File: src/hdl/assert_macros.svh
// assertion macros shared by the piece table engine modules
// expects signals named clk and rst_n in the using scope
`ifndef ASSERT_MACROS_SVH
`define ASSERT_MACROS_SVH

// same-cycle implication
`define PTE_ASSERT_IMP(lbl, ante, cons, msg) \
  lbl: assert property (@(posedge clk) disable iff (!rst_n) (ante) |-> (cons)) else $error(msg);

// next-cycle implication
`define PTE_ASSERT_NXT(lbl, ante, cons, msg) \
  lbl: assert property (@(posedge clk) disable iff (!rst_n) (ante) |=> (cons)) else $error(msg);

`endif

File: src/hdl/pte_pkg.sv
// shared types and codes for the piece table engine
// no dependencies
`timescale 1ns / 1ps
`default_nettype none

package pte_pkg;

  // command codes
  localparam logic [2:0] CMD_CLEAR     = 3'd0;
  localparam logic [2:0] CMD_LOAD_ADD  = 3'd1;
  localparam logic [2:0] CMD_LOAD_ORIG = 3'd2;
  localparam logic [2:0] CMD_INSERT    = 3'd3;
  localparam logic [2:0] CMD_ERASE     = 3'd4;
  localparam logic [2:0] CMD_READ      = 3'd5;

  // status codes
  localparam logic [1:0] STAT_DONE = 2'd0;
  localparam logic [1:0] STAT_NOP  = 2'd1;
  localparam logic [1:0] STAT_FULL = 2'd2;
  localparam logic [1:0] STAT_OVF  = 2'd3;

  typedef struct packed {
    logic [2:0]  cmd;
    logic [31:0] position;
    logic [31:0] count;
  } pte_in_t;

  typedef struct packed {
    logic        seg_source;
    logic [31:0] seg_start;
    logic [31:0] seg_length;
    logic        last;
    logic [1:0]  status;
    logic [31:0] doc_size;
    logic [6:0]  used_pieces;
  } pte_out_t;

  typedef enum logic [3:0] {
    S_IDLE, S_CHECK, S_FETCH, S_PA, S_PB, S_PC, S_TAIL, S_FLUSH, S_COMMIT, S_DONE
  } pte_state_t;

  // controller commands to the datapath
  typedef struct packed {
    logic capture;
    logic load;
    logic early;
    logic init;
    logic push_a;
    logic push_b;
    logic push_c;
    logic advance;
    logic push_tail;
    logic flush;
    logic commit;
    logic emit_done;
  } pte_ctl_t;

  // datapath status to the controller
  typedef struct packed {
    logic simple;
    logic early_stop;
    logic empty;
    logic i_last;
    logic seg_last;
    logic is_read;
  } pte_sts_t;

endpackage

`default_nettype wire

File: src/hdl/pte_ctrl.sv
// command sequencer for the piece table engine
// depends on pte_pkg
`timescale 1ns / 1ps
`default_nettype none

module pte_ctrl import pte_pkg::*; (
  input  wire logic     clk,
  input  wire logic     rst_n,
  input  wire logic     start,
  output logic          busy,
  input  wire pte_sts_t sts,
  output pte_ctl_t      ctl
);

  pte_state_t state_r, state_nxt;

  // state register
  always_ff @(posedge clk) begin
    if (!rst_n) begin
      state_r <= S_IDLE;
    end else begin
      state_r <= state_nxt;
    end
  end

  // next state and commands
  always_comb begin
    state_nxt = state_r;
    ctl       = '0;
    busy      = (state_r != S_IDLE);
    case (state_r)
      S_IDLE: begin
        if (start) begin
          ctl.capture = 1'b1;
          state_nxt   = S_CHECK;
        end
      end
      S_CHECK: begin
        if (sts.simple) begin
          ctl.load  = 1'b1;
          state_nxt = S_DONE;
        end else if (sts.early_stop) begin
          ctl.early = 1'b1;
          state_nxt = S_DONE;
        end else begin
          ctl.init  = 1'b1;
          state_nxt = sts.empty ? S_TAIL : S_FETCH;
        end
      end
      S_FETCH: state_nxt = S_PA;
      S_PA: begin
        ctl.push_a = 1'b1;
        state_nxt  = (sts.is_read && sts.seg_last) ? S_IDLE : S_PB;
      end
      S_PB: begin
        ctl.push_b = 1'b1;
        state_nxt  = S_PC;
      end
      S_PC: begin
        ctl.push_c  = 1'b1;
        ctl.advance = 1'b1;
        state_nxt   = sts.i_last ? S_TAIL : S_FETCH;
      end
      S_TAIL: begin
        ctl.push_tail = 1'b1;
        state_nxt     = S_FLUSH;
      end
      S_FLUSH: begin
        ctl.flush = 1'b1;
        state_nxt = S_COMMIT;
      end
      S_COMMIT: begin
        ctl.commit = 1'b1;
        state_nxt  = S_DONE;
      end
      S_DONE: begin
        ctl.emit_done = 1'b1;
        state_nxt     = S_IDLE;
      end
      default: state_nxt = S_IDLE;
    endcase
  end

endmodule

`default_nettype wire

File: config.mk
export PLATFORM = sky130hd
export DESIGN_NAME = pte_ctrl
export DESIGN_NICKNAME = d
export VERILOG_FILES = /design/src/hdl/assert_macros.svh /design/src/hdl/pte_pkg.sv /design/src/hdl/pte_ctrl.sv
export SDC_FILE = /design/constraint.sdc
export NUM_CORES = 1
export LEC_CHECK = 0
export ABC_AREA = 1
export BUFFER_PORTS_ARGS = -buffer_cell sky130_fd_sc_hd__clkbuf_2
export CELL_PAD_IN_SITES_DETAIL_PLACEMENT = 0
export CELL_PAD_IN_SITES_GLOBAL_PLACEMENT = 1
export CORE_MARGIN = 5
export CORE_UTILIZATION = 26
export CTS_CLUSTER_SIZE = 24
export DETAILED_ROUTE_END_ITERATION = 10
export GPL_TIMING_DRIVEN = 0
export PLACE_DENSITY = 0.8
export SLEW_MARGIN = 0
export SYNTH_ARGS = -nofsm -noshare
export SYNTH_HDL_FRONTEND = slang
export SYNTH_SLANG_ARGS = --single-unit
File: constraint.sdc
create_clock -name clk -period 1.6 [get_ports clk]
set_clock_uncertainty 0.05 [all_clocks]
set_input_delay 0.32 -clock clk [delete_from_list [all_inputs] [get_ports clk]]
set_output_delay 0.32 -clock clk [all_outputs]
set_load 0.02 [all_outputs]
Yosys cells after proc, flatten, opt, wreduce, memory -nomap -nowiden
Index checks and enable logic that the tools add are counted.
{"block": "op_classes", "n_mux": 21, "reduce_logical": 3, "eq_ne": 10}
{"cell": "$pmux W4 S9", "n": 1}
{"cell": "$eq A4 B3 Y1 const B", "n": 4}
{"cell": "$mux W3", "n": 4}
{"cell": "$mux W4", "n": 3}
{"cell": "$mux W1", "n": 11}
{"cell": "$eq A4 B2 Y1 const B", "n": 2}
{"cell": "$eq A4 B4 Y1 const B", "n": 2}
{"cell": "$eq A4 B1 Y1 const B", "n": 1}
{"cell": "$logic_not A4 Y1", "n": 1}
{"cell": "$mux W2", "n": 2}
{"cell": "$reduce_bool A4 Y1", "n": 1}
{"cell": "$ne A2 B2 Y1 const B", "n": 1}
{"cell": "$logic_and A1 B1 Y1", "n": 1}
{"block": "word_totals", "register_bits": 4, "elab_cells": 35, "input_bits": 9, "out_inout_bits": 13}

Logic depth before layout (Yosys ltp)
{"block": "logic_depth", "ltp_word": 4, "mapped_depth": 6}

Worst setup path after synthesis
Ideal clock, no wire load.
{"block": "synth_path", "path_type": "reg-to-output", "from": "register state_r[0]", "to": "output ctl[9] in the netlist's numbering", "path_buffers": 0, "arrival_time_ps": 1082, "path_slack_ps": 148, "path_stages_with_launch": 5, "required_ps": 1230, "cell_sequence": "dfxtp_1 > inv_2 > nor2_4 > nand2_4 > nor3_1"}
{"item": "start, declared", "line": "pte_ctrl.sv:15", "source": "pte_state_t state_r, state_nxt;"}
{"item": "start signal, assigned", "line": "pte_ctrl.sv:22", "source": "state_r <= state_nxt;"}
{"item": "end, declared", "line": "pte_ctrl.sv:12", "source": "output pte_ctl_t ctl"}

==> key figures <==
Logic synthesis
  • Syn_nets: 68
  • Average cell area after synthesis: 6.002 um^2
  • Post-synth top area share: 22.61%
  • Top post-synthesis cells by area: dfxtp_1 23%, nor2_1 15%, nand2_1 11%
  • Post-synthesis cell area: 354.1 um^2
  • Count of different cell masters after synthesis: 17
  • Cell taking the most area after synthesis: dfxtp_1
  • Yosys warns: 0
  • Post-synthesis sequential area ratio: 22.61%
  • Cell count after synthesis: 59
  • Post-synthesis register bit count: 4

Floorplanning
  • Initial Util: 27.21%
  • Die H: 46.91 um
  • Die outline area: 0.002200 mm^2
  • Chip Width: 46.91 um
  • I/O pin cnt: 22
  • Placeable Area: 0.001301 mm^2
  • Std cell rows: 13

Power and ir drop
  • Sw Ratio: 44.09%
  • Total power: 0.5292 mW
  • Leak pwr: 0.2975 nW
  • Psw: 0.2333 mW
  • Worst VDD drop: 0.5339 mV
  • Pint: 0.2959 mW
  • Clock Power Share: 24.0%
  • PD cells: 981.2 mW/mm^2
  • Comb power frac: 48.1%
  • Reg power frac: 28.0%

Job
  • Max-cap violation count: 0

STA
  • Setup violators final: 0
  • Final Critical Period: 1.544 ns
  • Max Freq: 647.9 MHz
  • Rel. slew slack: 87.76%
  • Final Cycle Share: 96.47%
  • Slew @ Worst Pin: 0.1836 ns
  • Final hold vios: 0
  • RSZ-0062 raised after global routing: yes
  • Final Max Tran Viols: 0

Global routing
  • Largest net degree at the start of global routing: 8
  • First-pass GRT wire length: 1386 um
  • Initial antenna violation count: 0
  • GR Util All Layers: 9.295%
  • GRT overflow: 0
  • Vias in the first global route: 368

Layout
  • Biggest register: state_r
  • Flip-flop count of the largest register after layout: 4
  • FILL cells: 154
  • Ratio of cells with drive above 1 in the final layout: 46.43%
  • Area taken by flip-flops and latches: 90.09 um^2
  • Fin cells: 99
  • Area added between synthesis and finish: 52.30%
  • Layout Nets: 95
  • Multi-input gate area: 234.0 um^2
  • Ant diodes: 0
  • Largest regs: state_r (4)

Drt
  • Avg Vias per Cell: 4.414
  • Remaining antenna violation count: 0
  • DRT iter0 DRCs: 7
  • Final wirelength: 907 um
  • Drt pass-1 iters: 4
  • Post-route DRC violation count: 0
  • Drt wl/cell: 9.162 um
  • Vias: 437

CTS
  • CTS tree: yes
  • Clk_lat worst skew: 0.24 ns
  • Worst-case clock buffer depth: 2
  • CTS Hold Bufs: 0
  • CTS Buf Count: 3
  • Clock transition at the registers of the reported paths: 0.03 ns
  • Sink Count: 4
  • Clk root buf: clkbuf_4
  • H-tree Lvls: 1

Setup path
  • Crit path arrival time: 1.17 ns
  • CP max FO: 5
  • Crit path required time: 1.23 ns
  • Crit path from: state_r[0]$_SDFFE_PN0P_
  • Setup crit start kind: register
  • Crit. End Element: output port
  • R2r startpoint: state_r[0]$_SDFFE_PN0P_
  • Crit Path Class: register to output port

Place
  • Post-Place Cells: 95
  • Buffers on Ports: 21
  • Dpl hpwl: 776.5 um
  • GP Congestion: 0.7063

Min path
  • Min-delay worst type: input pin to register
  • Beginning of the worst hold path: start

Status
  • Status: finished, final reports clean
synth_stat cells:
cell type	n
nor2_1	14
o21ai_1	1
o22ai_1	1
a21oi_1	1
nor3_4	1
inv_1	9
o21ai_0	1
nand2_4	1
inv_2	1
dfxtp_1	4
a21oi_2	1
buf_4	1
nor2_4	2
nor3_1	3
nand3_1	5
nor2_2	3
nand2_1	10
power by group through the flow:
stage | sequential, mW | combinational (mW) | clock, mW
floorplan | 0.137 | 0.178 | 0
global route | 0.151 | 0.281 | 0.141
finish | 0.148 | 0.254 | 0.127
global placement | 0.141 | 0.240 | 0
CTS | 0.141 | 0.245 | 0.132
detailed placement | 0.140 | 0.241 | 0
final cells by class:
class	instances	area share, %
Inverter	10	7.425
Buffer	1	1.392
Timing Repair Buffer	22	23.43
Tap cell	15	3.480
Clock buffer	3	4.176
Sequential cell	4	16.71
Multi-Input combinational cell	44	43.39
cells by family (layout without fill, tap and decap cells):
family,after synthesis,after routing,share of synthesized area [%]
AND/OR/NAND/NOR,39,39,56.18
buffers and inverters,11,36,12.72
AO/OA/AOI/OAI,5,5,8.478
flip-flops,4,4,22.62
final timing paths:
| check | endpoint | slack (ns) | depth (start not counted) |
|---|---|---|---|
| setup / recovery | ctl[8] | 0.06 | 5 |
| hold / removal | state_r[0]$_SDFFE_PN0P_ | 0.30 | 3 |
| setup reg to reg | state_r[0]$_SDFFE_PN0P_ | 0.46 | 7 |
| hold reg to reg | state_r[0]$_SDFFE_PN0P_ | 0.58 | 3 |
metal layers:
metal	vias up	wire [um]	global-route usage (%)
met5	-	0	0
met4	0	17	4.972
met3	3	102	4.598
met2	22	401	13.01
met1	177	386	11.59
li1	235	-	-
per-stage QoR:
stage | cell area, um^2 | utilization, % | setup TNS [ns] | setup WS (ns) | hold slack (ns)
floorplan | 354.1 | - | 0 | 0.1477 | 0.4188
global placement | 478.0 | 36.73 | 0 | 0.1935 | 0.5328
detailed placement | 478.0 | 36.73 | 0 | 0.1913 | 0.5421
CTS | 513.0 | 39.42 | -0.001667 | -0.001667 | 0.2982
global route | 539.3 | 41.44 | -0.04349 | -0.03117 | 0.3096
finish | 539.3 | 41.44 | 0 | 0.05644 | 0.2970
critical path, cell delays in order, from the launching register on:
cell and delay (ns):
dfxtp_4 0.36, inv_4 0.05, nor2_4 0.11, nand2_4 0.08
nor3_4 0.15, clkbuf_8 0.18
repair_timing:
action,CTS,global route
gates resized for setup,5,9
pin swaps,0,1
hold endpoints to repair,0,0
gates cloned,0,0
setup buffers,0,1
endpoints found under the setup margin,5,8
cells in the final DEF (no fill, tap or decap), types with 2 or more instances in the layout:
cell      count
dfxtp_2       2
buf_4         4
nand2_1      10
nor2_2        2
nand3_1       5
clkbuf_4      3
dfxtp_4       2
inv_1         9
nor2_1       14
nor2_4        3
clkbuf_2     17
nor3_1        3
Power figures use the tool's default switching activity.
